[config.mk]
export PLATFORM = sky130hd
export DESIGN_NAME = key_switch_debounce_fsm_unit
export DESIGN_NICKNAME = d
export VERILOG_FILES = /design/src/rtl/ksdb_pkg.sv /design/src/rtl/ksdb_cfg_regs.sv /design/src/rtl/ksdb_core.sv /design/src/rtl/key_switch_debounce_fsm_unit.sv
export SDC_FILE = /design/constraint.sdc
export NUM_CORES = 1
export LEC_CHECK = 0
export BUFFER_PORTS_ARGS = -buffer_cell sky130_fd_sc_hd__buf_2
export CAP_MARGIN = 20
export CORE_UTILIZATION = 58
export CTS_CLUSTER_SIZE = 25
export DETAILED_ROUTE_END_ITERATION = 6
export GPL_TIMING_DRIVEN = 0
export HOLD_SLACK_MARGIN = 0.12
export PLACE_DENSITY_LB_ADDON = 0.15
export SLEW_MARGIN = 20
export SYNTH_ARGS = -nofsm -noshare
export SYNTH_HDL_FRONTEND = slang
export SYNTH_HIERARCHICAL = 1
export SYNTH_SLANG_ARGS = --single-unit
[constraint.sdc]
create_clock -name clk_i -period 5.34 [get_ports clk_i]
set_input_delay 0.267 -clock clk_i [delete_from_list [all_inputs] [get_ports clk_i]]
set_output_delay 0.267 -clock clk_i [all_outputs]
set_load 0.1 [all_outputs]
[src/rtl/ksdb_pkg.sv]
// Package for the key switch debouncer: state codes, phase codes, register map
// and the configuration bundle shared by the register file, core and top level.
// No dependencies.
`default_nettype none

package ksdb_pkg;

  // Widths fixed by the fields
  localparam int unsigned CntW   = 8;
  localparam int unsigned OpW    = 2;
  localparam int unsigned KeyW   = 2;
  localparam int unsigned PhaseW = 2;
  localparam int unsigned AddrW  = 4;
  localparam int unsigned DataW  = 32;

  // Register reset values
  localparam logic [CntW-1:0] HighCountRst   = 8'd80;
  localparam logic [CntW-1:0] LowCountRst    = 8'd105;
  localparam logic [CntW-1:0] InitTimeoutRst = 8'd120;

  // Register indexes (word address)
  localparam logic [1:0] RegHighCount   = 2'd0;
  localparam logic [1:0] RegLowCount    = 2'd1;
  localparam logic [1:0] RegInitTimeout = 2'd2;

  // Commands
  localparam logic [OpW-1:0] OpSample     = 2'd0;
  localparam logic [OpW-1:0] OpForceOpen  = 2'd1;
  localparam logic [OpW-1:0] OpForceClose = 2'd2;
  localparam logic [OpW-1:0] OpClearPhase = 2'd3;

  // Reported key state
  localparam logic [KeyW-1:0] KeyInit   = 2'd0;
  localparam logic [KeyW-1:0] KeyOpened = 2'd1;
  localparam logic [KeyW-1:0] KeyClosed = 2'd2;

  // Sub-process phases
  localparam logic [PhaseW-1:0] PhIdle = 2'd0;
  localparam logic [PhaseW-1:0] PhLow  = 2'd1;  // init: low run; level: counting
  localparam logic [PhaseW-1:0] PhHigh = 2'd2;  // init: high run; level: confirmed

  typedef enum logic [2:0] {
    TopInit   = 3'b001,
    TopOpened = 3'b010,
    TopClosed = 3'b100
  } top_state_e;

  typedef struct packed {
    logic [CntW-1:0] high_count;
    logic [CntW-1:0] low_count;
    logic [CntW-1:0] init_timeout;
  } cfg_t;

endpackage : ksdb_pkg

`default_nettype wire

[src/rtl/ksdb_cfg_regs.sv]
// APB-style configuration register file for the key switch debouncer.
// Depends on ksdb_pkg.
`default_nettype none

module ksdb_cfg_regs (
  input  wire logic                       clk_i,
  input  wire logic                       rst_ni,
  input  wire logic                       psel,
  input  wire logic                       penable,
  input  wire logic                       pwrite,
  input  wire logic [ksdb_pkg::AddrW-1:0] paddr,
  input  wire logic [ksdb_pkg::DataW-1:0] pwdata,
  output logic      [ksdb_pkg::DataW-1:0] prdata,
  output logic                            pready,
  output ksdb_pkg::cfg_t                  cfg_o
);
  import ksdb_pkg::*;

  cfg_t       cfg_q, cfg_d;
  logic       wr_en;
  logic [1:0] reg_idx;

  assign pready  = 1'b1;
  assign wr_en   = psel & penable & pwrite;
  assign reg_idx = paddr[3:2];

  always_comb begin
    cfg_d = cfg_q;
    if (wr_en) begin
      case (reg_idx)
        RegHighCount:   cfg_d.high_count   = pwdata[CntW-1:0];
        RegLowCount:    cfg_d.low_count    = pwdata[CntW-1:0];
        RegInitTimeout: cfg_d.init_timeout = pwdata[CntW-1:0];
        default:        cfg_d = cfg_q;
      endcase
    end
  end

  always_ff @(posedge clk_i or negedge rst_ni) begin
    if (!rst_ni) begin
      cfg_q.high_count   <= HighCountRst;
      cfg_q.low_count    <= LowCountRst;
      cfg_q.init_timeout <= InitTimeoutRst;
    end else begin
      cfg_q <= cfg_d;
    end
  end

  always_comb begin
    case (reg_idx)
      RegHighCount:   prdata = {{(DataW-CntW){1'b0}}, cfg_q.high_count};
      RegLowCount:    prdata = {{(DataW-CntW){1'b0}}, cfg_q.low_count};
      RegInitTimeout: prdata = {{(DataW-CntW){1'b0}}, cfg_q.init_timeout};
      default:        prdata = '0;
    endcase
  end

  assign cfg_o = cfg_q;

endmodule : ksdb_cfg_regs

`default_nettype wire

[src/rtl/ksdb_core.sv]
// Debounce state machine: top state, sub-process phases, init step counter
// and the shared run counter, updated once per stepped transaction.
// Depends on ksdb_pkg.
`default_nettype none

module ksdb_core (
  input  wire logic                       clk_i,
  input  wire logic                       rst_ni,
  input  wire logic                       step_i,
  input  wire logic [ksdb_pkg::OpW-1:0]   op_i,
  input  wire logic                       pin_level_i,
  input  wire ksdb_pkg::cfg_t             cfg_i,
  output logic      [ksdb_pkg::KeyW-1:0]  key_state_o,
  output logic                            state_changed_o
);
  import ksdb_pkg::*;

  top_state_e        top_q, top_d;
  logic [PhaseW-1:0] init_ph_q, init_ph_d;
  logic [PhaseW-1:0] open_ph_q, open_ph_d;
  logic [PhaseW-1:0] close_ph_q, close_ph_d;
  logic [CntW-1:0]   steps_q, steps_d;
  logic [CntW-1:0]   run_q, run_d;

  logic [CntW-1:0]   run_inc;
  logic [PhaseW-1:0] decision;
  logic [PhaseW-1:0] pin_phase;
  logic              want;

  assign run_inc   = run_q + 8'd1;
  assign pin_phase = pin_level_i ? PhHigh : PhLow;

  always_comb begin
    top_d      = top_q;
    init_ph_d  = init_ph_q;
    open_ph_d  = open_ph_q;
    close_ph_d = close_ph_q;
    steps_d    = steps_q;
    run_d      = run_q;
    decision   = PhIdle;
    want       = 1'b0;

    case (op_i)
      OpForceOpen, OpForceClose: begin
        top_d      = (op_i == OpForceOpen) ? TopOpened : TopClosed;
        open_ph_d  = PhIdle;
        close_ph_d = PhIdle;
        run_d      = '0;
      end
      OpClearPhase: begin
        open_ph_d  = PhIdle;
        close_ph_d = PhIdle;
      end
      default: begin
        case (top_q)
          TopInit: begin
            steps_d = steps_q + 8'd1;
            case (init_ph_q)
              PhIdle: begin
                run_d     = 8'd1;
                init_ph_d = pin_phase;
              end
              PhLow, PhHigh: begin
                want = (init_ph_q == PhHigh);
                if (pin_level_i == want) begin
                  if (run_inc >= cfg_i.high_count) begin
                    decision  = init_ph_q;
                    init_ph_d = PhIdle;
                    run_d     = '0;
                  end else begin
                    run_d = run_inc;
                  end
                end else begin
                  init_ph_d = pin_phase;
                  run_d     = 8'd1;
                end
              end
              default: init_ph_d = PhIdle;
            endcase
            // Timeout falls back to whatever phase the step left behind
            if (decision == PhIdle && steps_d >= cfg_i.init_timeout) begin
              decision  = init_ph_d;
              init_ph_d = PhIdle;
              run_d     = '0;
              steps_d   = '0;
            end
            if (decision == PhLow) begin
              top_d      = TopOpened;
              close_ph_d = PhIdle;
            end else if (decision == PhHigh) begin
              top_d     = TopClosed;
              open_ph_d = PhIdle;
            end
          end
          TopOpened: begin
            // Wait for a confirmed high run, then switch on the next sample
            case (open_ph_q)
              PhIdle: begin
                if (pin_level_i) begin
                  run_d     = 8'd1;
                  open_ph_d = PhLow;
                end
              end
              PhLow: begin
                if (pin_level_i) begin
                  if (run_inc >= cfg_i.high_count) begin
                    run_d     = '0;
                    open_ph_d = PhHigh;
                  end else begin
                    run_d = run_inc;
                  end
                end else begin
                  open_ph_d = PhIdle;
                end
              end
              default: begin
                top_d     = TopClosed;
                open_ph_d = PhIdle;
              end
            endcase
          end
          TopClosed: begin
            // Mirror of the opened side on low samples
            case (close_ph_q)
              PhIdle: begin
                if (!pin_level_i) begin
                  run_d      = 8'd1;
                  close_ph_d = PhLow;
                end
              end
              PhLow: begin
                if (!pin_level_i) begin
                  if (run_inc >= cfg_i.low_count) begin
                    run_d      = '0;
                    close_ph_d = PhHigh;
                  end else begin
                    run_d = run_inc;
                  end
                end else begin
                  close_ph_d = PhIdle;
                end
              end
              default: begin
                top_d      = TopOpened;
                close_ph_d = PhIdle;
              end
            endcase
          end
          default: top_d = top_q;
        endcase
      end
    endcase
  end

  always_ff @(posedge clk_i or negedge rst_ni) begin
    if (!rst_ni) begin
      top_q      <= TopInit;
      init_ph_q  <= PhIdle;
      open_ph_q  <= PhIdle;
      close_ph_q <= PhIdle;
      steps_q    <= '0;
      run_q      <= '0;
    end else if (step_i) begin
      top_q      <= top_d;
      init_ph_q  <= init_ph_d;
      open_ph_q  <= open_ph_d;
      close_ph_q <= close_ph_d;
      steps_q    <= steps_d;
      run_q      <= run_d;
    end
  end

  always_comb begin
    case (top_d)
      TopOpened: key_state_o = KeyOpened;
      TopClosed: key_state_o = KeyClosed;
      default:   key_state_o = KeyInit;
    endcase
  end

  assign state_changed_o = (top_d != top_q);

endmodule : ksdb_core

`default_nettype wire

[src/rtl/key_switch_debounce_fsm_unit.sv]
// Top level of the key switch debouncer: input register, debounce core,
// result register and the configuration port.
// Depends on ksdb_pkg, ksdb_cfg_regs and ksdb_core.
`default_nettype none

// Key switch debouncer. Each input transaction carries a command (sample pin,
// force opened, force closed, clear phases) and a pin level; each one yields
// exactly one result transaction with the key state after it (0 init, 1
// opened, 2 closed) and a flag that the state changed. A transaction waits in
// the input register until the result register is free; the debounce state
// updates as it moves to the result register, where the result is held
// valid until taken. One transaction is taken every cycle; only a stalled result
// register holds the flow. Registers high_count (0x0), low_count (0x4) and
// init_timeout (0x8) are to be written over the APB-style port only while idle;
// the block itself does not enforce this.
module key_switch_debounce_fsm_unit (
  input  wire logic                       clk_i,
  input  wire logic                       rst_ni,
  // input channel
  input  wire logic                       in_valid_i,
  output logic                            in_stall_o,
  input  wire logic [ksdb_pkg::OpW-1:0]   op_i,
  input  wire logic                       pin_level_i,
  // result channel
  output logic                            out_valid_o,
  input  wire logic                       out_stall_i,
  output logic      [ksdb_pkg::KeyW-1:0]  key_state_o,
  output logic                            state_changed_o,
  // configuration port
  input  wire logic                       psel,
  input  wire logic                       penable,
  input  wire logic                       pwrite,
  input  wire logic [ksdb_pkg::AddrW-1:0] paddr,
  input  wire logic [ksdb_pkg::DataW-1:0] pwdata,
  output logic      [ksdb_pkg::DataW-1:0] prdata,
  output logic                            pready
);
  import ksdb_pkg::*;

  cfg_t            cfg;
  logic            in_valid_q, in_valid_d;
  logic [OpW-1:0]  op_q;
  logic            pin_q;
  logic            out_valid_q, out_valid_d;
  logic [KeyW-1:0] key_state_q;
  logic            changed_q;
  logic [KeyW-1:0] key_state_nx;
  logic            changed_nx;
  logic            out_free;
  logic            step;
  logic            in_take;

  // Result slot is free when empty or being drained this cycle
  assign out_free   = ~out_valid_q | ~out_stall_i;
  assign step       = in_valid_q & out_free;
  assign in_stall_o = in_valid_q & ~out_free;
  assign in_take    = in_valid_i & ~in_stall_o;

  ksdb_cfg_regs u_cfg (
    .clk_i   (clk_i),
    .rst_ni  (rst_ni),
    .psel    (psel),
    .penable (penable),
    .pwrite  (pwrite),
    .paddr   (paddr),
    .pwdata  (pwdata),
    .prdata  (prdata),
    .pready  (pready),
    .cfg_o   (cfg)
  );

  ksdb_core u_core (
    .clk_i           (clk_i),
    .rst_ni          (rst_ni),
    .step_i          (step),
    .op_i            (op_q),
    .pin_level_i     (pin_q),
    .cfg_i           (cfg),
    .key_state_o     (key_state_nx),
    .state_changed_o (changed_nx)
  );

  // Hold the input slot full until the core steps on it
  always_comb begin
    in_valid_d = in_valid_q;
    if (in_take) begin
      in_valid_d = 1'b1;
    end else if (step) begin
      in_valid_d = 1'b0;
    end
  end

  // Load a fresh result on a step, drop it once taken
  always_comb begin
    out_valid_d = out_valid_q;
    if (step) begin
      out_valid_d = 1'b1;
    end else if (out_valid_q && !out_stall_i) begin
      out_valid_d = 1'b0;
    end
  end

  always_ff @(posedge clk_i or negedge rst_ni) begin
    if (!rst_ni) begin
      in_valid_q  <= 1'b0;
      out_valid_q <= 1'b0;
    end else begin
      in_valid_q  <= in_valid_d;
      out_valid_q <= out_valid_d;
    end
  end

  always_ff @(posedge clk_i) begin
    if (in_take) begin
      op_q  <= op_i;
      pin_q <= pin_level_i;
    end
    if (step) begin
      key_state_q <= key_state_nx;
      changed_q   <= changed_nx;
    end
  end

  assign out_valid_o     = out_valid_q;
  assign key_state_o     = key_state_q;
  assign state_changed_o = changed_q;

endmodule : key_switch_debounce_fsm_unit

`default_nettype wire
Word-level counts from Yosys, hierarchy flattened
Cells that the tools add are included.
- $mul: 0
- add/sub/neg operators: 2
- $lt $le $gt $ge: 3
- equality and inequality tests: 32
- divide/modulo/power cells: 0
- muxes and demuxes: 55
- bitwise operators: 12
- reductions and logical operators: 25
- shift operators: 0
- operator list (cell ; number):
    8-bit 2-to-1 mux ; 9
    8-bit one-hot mux with 2 select lines ; 4
    8-bit one-hot mux with 3 select lines ; 2
    2-bit 2-to-1 mux ; 23
    8-bit >= comparator ; 3
    2-bit one-hot mux with 2 select lines ; 6
    8-bit by 1-bit adder with 8-bit output, second input constant ; 2
    4-bit != test, second input constant ; 4
    3-bit 2-to-1 mux ; 5
    2-bit by 1-bit == test with 1-bit output, second input constant ; 6
    4-bit by 3-bit != test with 1-bit output, second input constant ; 3
    2-bit == test, second input constant ; 5
    2-bit logical NOT ; 5
    5-bit by 4-bit != test with 1-bit output, second input constant ; 2
    10-bit AND reduction ; 1
    3-bit one-hot mux with 3 select lines ; 1
    2-bit OR reduction ; 4
    3-bit by 2-bit == test with 1-bit output, second input constant ; 2
    3-bit == test, second input constant ; 2
    3-bit by 2-bit != test with 1-bit output, second input constant ; 2
    1-bit inverter ; 6
    3-bit one-hot mux with 2 select lines ; 1
    2-bit AND reduction ; 3
    6-bit AND reduction ; 1
    17 further kinds ; 27
- flip-flop bits (word level): 57
- input bits: 46
- memory bits (writable): 0
- ROM bits: 0
- latch bits: 0
- memories kept: 0

Logic depth before layout (Yosys ltp)
- depth after elaboration: 19
- depth in mapped cells: 13

Hierarchy
The synthesis kept the hierarchy.
- modules (own cells, without submodules) (module ; cells each ; instances ; area an instance (um^2) ; sequential area each (um^2)):
    ksdb_core ; 319 ; 1 ; 2602.5 ; 626.9
    ksdb_cfg_regs ; 108 ; 1 ; 1346.3 ; 613.1
    key_switch_debounce_fsm_unit ; 14 ; 1 ; 272.8 ; 230.2

Worst setup path before layout
Ideal clock, no wire load.
- path kind: reg-to-reg
- start point: register u_core.run_q[0]
- end point: register key_state_q[0], in the netlist key_state_o[0], data pin
- period minus slack after synthesis: 3.363 ns
- cell stages (with the launch flop): 14
- setup time: 0.266 ns
- arrival: 3.096 ns
- setup slack: 1.977 ns
- cells stage by stage: dfrtp_1 > ha_1 > nand3_1 > nor2_1 > xor2_1 > ha_1 > and3_4 > o211ai_4 > o21a_4 > o311a_4 > a221o_2 > xnor2_1 > a311oi_2 > nor3b_1
- word-level cells in the longest chain between the ends: 19
- RTL lines (element ; line ; text):
    start: declaration ; ksdb_core.sv:23 ; logic [CntW-1:0] run_q, run_d;
    start signal: assignment ; ksdb_core.sv:169 ; run_q <= run_d;
    8-bit by 1-bit adder with 8-bit output (*) ; ksdb_core.sv:30 ; assign run_inc = run_q + 8'd1;
    8-bit >= comparator (*) ; ksdb_core.sv:66 ; if (run_inc >= cfg_i.high_count) begin
    2-bit 2-to-1 mux ; ksdb_core.sv:66 ;
    2-bit 2-to-1 mux ; ksdb_core.sv:65 ; if (pin_level_i == want) begin
    2-bit 2-to-1 mux ; ksdb_core.sv:58 ; case (init_ph_q)
    2-bit 2-to-1 mux ; ksdb_core.sv:55 ; case (top_q)
    2-bit 2-to-1 mux ; ksdb_core.sv:43 ; case (op_i)
    2-bit logical NOT ; ksdb_core.sv:81 ; if (decision == PhIdle && steps_d >= cfg_i.init_timeout) begin
    [... 4 more ...] ; n/a ;
    2-bit == test ; ksdb_core.sv:90 ; end else if (decision == PhHigh) begin
    3-bit 2-to-1 mux ; ksdb_core.sv:90 ;
    3-bit 2-to-1 mux (*) ; ksdb_core.sv:87 ; if (decision == PhLow) begin
    3-bit one-hot mux with 3 select lines (*) ; ksdb_core.sv:55 ;
    3-bit one-hot mux with 2 select lines (*) ; ksdb_core.sv:43 ;
    3-bit == test / 3-bit by 2-bit == test with 1-bit output (equally long branches) ; ksdb_core.sv:174 ; case (top_d)
    2-bit one-hot mux with 2 select lines (*) ; ksdb_core.sv:174 ;
    via key_state_nx[0] ; key_switch_debounce_fsm_unit.sv:47 ; logic [KeyW-1:0] key_state_nx;
    end signal: assignment ; key_switch_debounce_fsm_unit.sv:119 ; key_state_q <= key_state_nx;
    end: declaration ; key_switch_debounce_fsm_unit.sv:45 ; logic [KeyW-1:0] key_state_q;
Mark *: on every way through the listed nets, which the timed path passes. The rest lies on a longest branch. The select of a mux whose other input is x is not followed.
A chain may end at the register's enable or synchronous reset.

Worst setup path in the final report
Ends and elaborated chain as after synthesis.

==> run_results.csv <==
group,metric,value,unit
status,outcome,"completed",
worst_setup_path,worst-path-buf-inv,0,
yosys,ys_async_sr_fraction,0.895,
power,cellPowerDensity,378,nW/µm²
yosys,synthAdderAreaFrac,0.101,
routing,drtPass1Iterations,4,
sta,maxSlewHeadroom,0.276,
yosys,synth_edf_count,6,
yosys,yosys_warnings,6,
finish,fin_area,4810,µm²
finish,num_antenna_cells,0,
floorplan,dieArea,7620,µm²
yosys,synth_top_area_frac,0.237,
floorplan,io-pin-count,84,
floorplan,die_x,87.3,µm
cts,clkLatencyLatePin,0.34,ns
routing,vias,3336,
yosys,synth.area.top_cells,"dfrtp_1 24%, ha_1 10%, dfstp_2 6.8%",
sta,setup_tns,0,ns
worst_setup_path,critPathMaxStageDelay,0.50,ns
finish,fillers,567,
routing,wl_met2,4.35,mm
power,power.total,1.82,mW
floorplan,num_rows,30,
power,leakage,2.29,nW
finish,area_growth_syn_to_layout,14.0,%
yosys,yosysMostFrequentCell,"nand2_1",
global_routing,grtUsageTotal,0.249,
global_routing,grt-ovfl-total,0,
yosys,synth.cell_area,4220,µm²
cts,htreeDepth,3,
yosys,synth_top_family_by_area,"compound AO/OA/AOI/OAI gates",
routing,first_iter_violations,155,
placed_design,globalplace.congestion,0.860,
floorplan,initial_core_util,0.611,
cts,clkSinkCount,57,
min_path,hold_path.class,"primary input to flop",
finish,finalNonFillerCells,612,
worst_setup_path,cp-start-kind,"flop",
run,drv_cap,0,
worst_setup_path,crit_family,"compound AO/OA/AOI/OAI gates",
sta,rsz0062_at_grt,"no",
placed_design,hpwl,6.64,mm
sta,final_max_slew_viol_count,0,
sta,fmax,258,MHz
sta,fin_crit_sh,0.726,
placed_design,placed_area,4590,µm²
worst_setup_path,cp_common_cell,"ha_1",
cts,clock-root-buffer,"clkbuf_8",
sta,fin_crit,3.88,ns
cts,cts_tree,"yes",
worst_setup_path,cp_data_arrival_time,3.96,ns
routing,route.detailed.drc,0,
cts,cts_setup_buffers,0,
global_routing,antenna_found_initial,0,
yosys,synth_flop_cell,"dfrtp_1",
floorplan,fp.dieH,87.3,µm
sta,worstMarginPinSlew,1.08,ns
yosys,synthesis.instances,441,
power,ir_worst_vdd,189,µV
cts,cts_buffers,9,
placed_design,port_buffers,32,
yosys,synth_compound_area_frac,0.183,
finish,fin_nets,591,
yosys,yosys.cell_types.count,71,
yosys,synth.largest_area_cell,"dfrtp_1",
global_routing,grt_pass1_wl,14.7,mm
routing,wirelength,8.80,mm
cts,cts_buffer_depth,2,
worst_setup_path,path_class,"flop to flop",
worst_setup_path,ff2ff_setup_slack,1.46,ns
routing,wl_met1,3.97,mm
placed_design,numPlacedInstances,592,
yosys,synth-simple-area-share,0.151,
worst_setup_path,slowest_stage,"dfrtp_1",
yosys,ys_top_cells_by_count,"51 x nand2_1, 40 x dfrtp_1, 36 x inv_1",
worst_setup_path,cp.required,5.42,ns
yosys,synth_xor_area_frac,0.0290,
sta,setup_viol,0,
worst_setup_path,critPathMaxFanout,8,
global_routing,grt_pass1_vias,3236,
yosys,yosysSeqAreaShare,0.348,
routing,wl_per_cell,14.4,µm
routing,via_per_inst,5.45,
routing,dr_wl_met3,337,µm
yosys,avgSynthCellArea,9.57,µm²
global_routing,grt_max_degree,52,
worst_setup_path,endpoint_kind,"flop",
cts,path_clk_slew,0.07,ns
yosys,synthMuxAreaShare,0.0954,
yosys,ys_ff_latch,57,
sta,finalClockSkew,0.00734,ns
routing,ant_nets,0,
finish,drive_gt1_frac,0.267,
worst_setup_path,crit_path_cell_trace,"ha_1 > nand3_1 > nor2_1 > xor2_1 > ha_1 > a21o_1 > a221oi_2 > o21ai_2 > a2111oi_4 > a221o_2 > xnor2_1 > a311oi_2 > nor3b_1",
floorplan,coreArea,6910,µm²
sta,hold_viol,0,
routing,top_layer,"met4",
## sequential cells by signal (all words and copies together), names as in the netlist
name / flops
out_valid_o: 1
u_core/init_ph_q: 2
in_valid_q: 1
state_changed_o: 1
u_core/open_ph_q: 2
u_core/run_q: 8
u_core/close_ph_q: 2
u_core/top_q: 3
pin_q: 1
op_q: 2
u_core/steps_q: 8
u_cfg/cfg_o: 24
key_state_o: 2
## power breakdown
group	total, mW	switching (mW)	internal [mW]	leakage (nW)
registers	0.620	0.0849	0.535	0.693
logic	0.822	0.533	0.290	1.50
clock network	0.379	0.173	0.206	0.0970
total	1.82	0.791	1.03	2.29
## path summary, 6_finish.rpt
kind / start / endpoint / cells past startpoint
setup / recovery: u_core/run_q[0] / key_state_o[0] / 13
hold / removal: in_valid_i / in_valid_q / 2
setup reg to reg: u_core/run_q[0] / key_state_o[0] / 13
hold reg to reg: in_valid_q / out_valid_o / 1
max in group asynchronous: rst_ni / out_valid_o / 2
min in group asynchronous: rst_ni / u_cfg/cfg_o[12] / 2
## cell usage in the layout, fill, tap and decap left out, drive strengths merged, types with 3 or more instances in the layout
cell type,n
dfrtp,40
edfxtp,6
clkbuf,21
a21oi,17
dfstp,11
and2,5
xor2,6
o21a,5
o31ai,5
a32o,3
xnor2,8
conb,25
nor3,8
a21o,4
mux2i,8
o21ai,36
a211oi,3
and3,5
nor2,24
buf,61
inv,37
nand2,51
dlygate4sd3,4
ha,34
nand2b,11
nor3b,4
a221oi,3
mux2,26
nand3,10
## cell families (layout without fill, tap and decap cells)
kind of cell | Yosys count | after routing
AOI/OAI and AO/OA | 101 | 101
other | 2 | 25
DFF | 57 | 57
adders and majority gates | 34 | 34
buffers and inverters | 72 | 124
muxes | 34 | 34
xor gates and xnor gates | 14 | 14
and+or+nand+nor | 127 | 127
## per-stage QoR
stage	worst slack, ns	hold slack (ns)	util
2_1_floorplan	1.98	-0.0286	-
3_3_place_gp	1.58	0.443	0.664
3_5_place_dp	1.48	0.343	0.665
4_1_cts	1.45	0.136	0.697
5_1_grt	1.19	0.140	0.697
6_report	1.46	0.141	0.697
## layer usage
layer / global-route usage / vias to the layer above
li1: - / 1648
met1: 0.308 / 1585
met2: 0.428 / 88
met3: 0.0417 / 15
met4: 0.106 / 0
met5: 0 / -
## area by class of cell
type                            instances  area, µm²  share of cell area
Multi-Input combinational cell        335       2450               0.510
Sequential cell                        57       1470               0.305
Buffer                                 36        249              0.0517
Timing Repair Buffer                   36        203              0.0421
Clock buffer                           14        173              0.0359
Inverter                               36        135              0.0281
Tap cell                               96        120              0.0249
Clock inverter                          2       11.3             0.00234
## what timing repair did
| action | in CTS | in global routing |
|---|---|---|
| hold endpoints to repair | 43 | 0 |
| hold buffers | 4 | 0 |
| resized for setup | 0 | 0 |
## worst reg2reg max path: stages (launching register included)
cell       delay, ns
dfrtp_1         0.50
ha_1            0.28
nand3_1         0.14
nor2_1          0.16
xor2_1          0.28
ha_1            0.31
a21o_1          0.19
a221oi_2        0.38
o21ai_2         0.22
a2111oi_4       0.33
a221o_2         0.29
xnor2_1         0.10
a311oi_2        0.33
nor3b_1         0.10
Power figures use the tool's default switching activity.
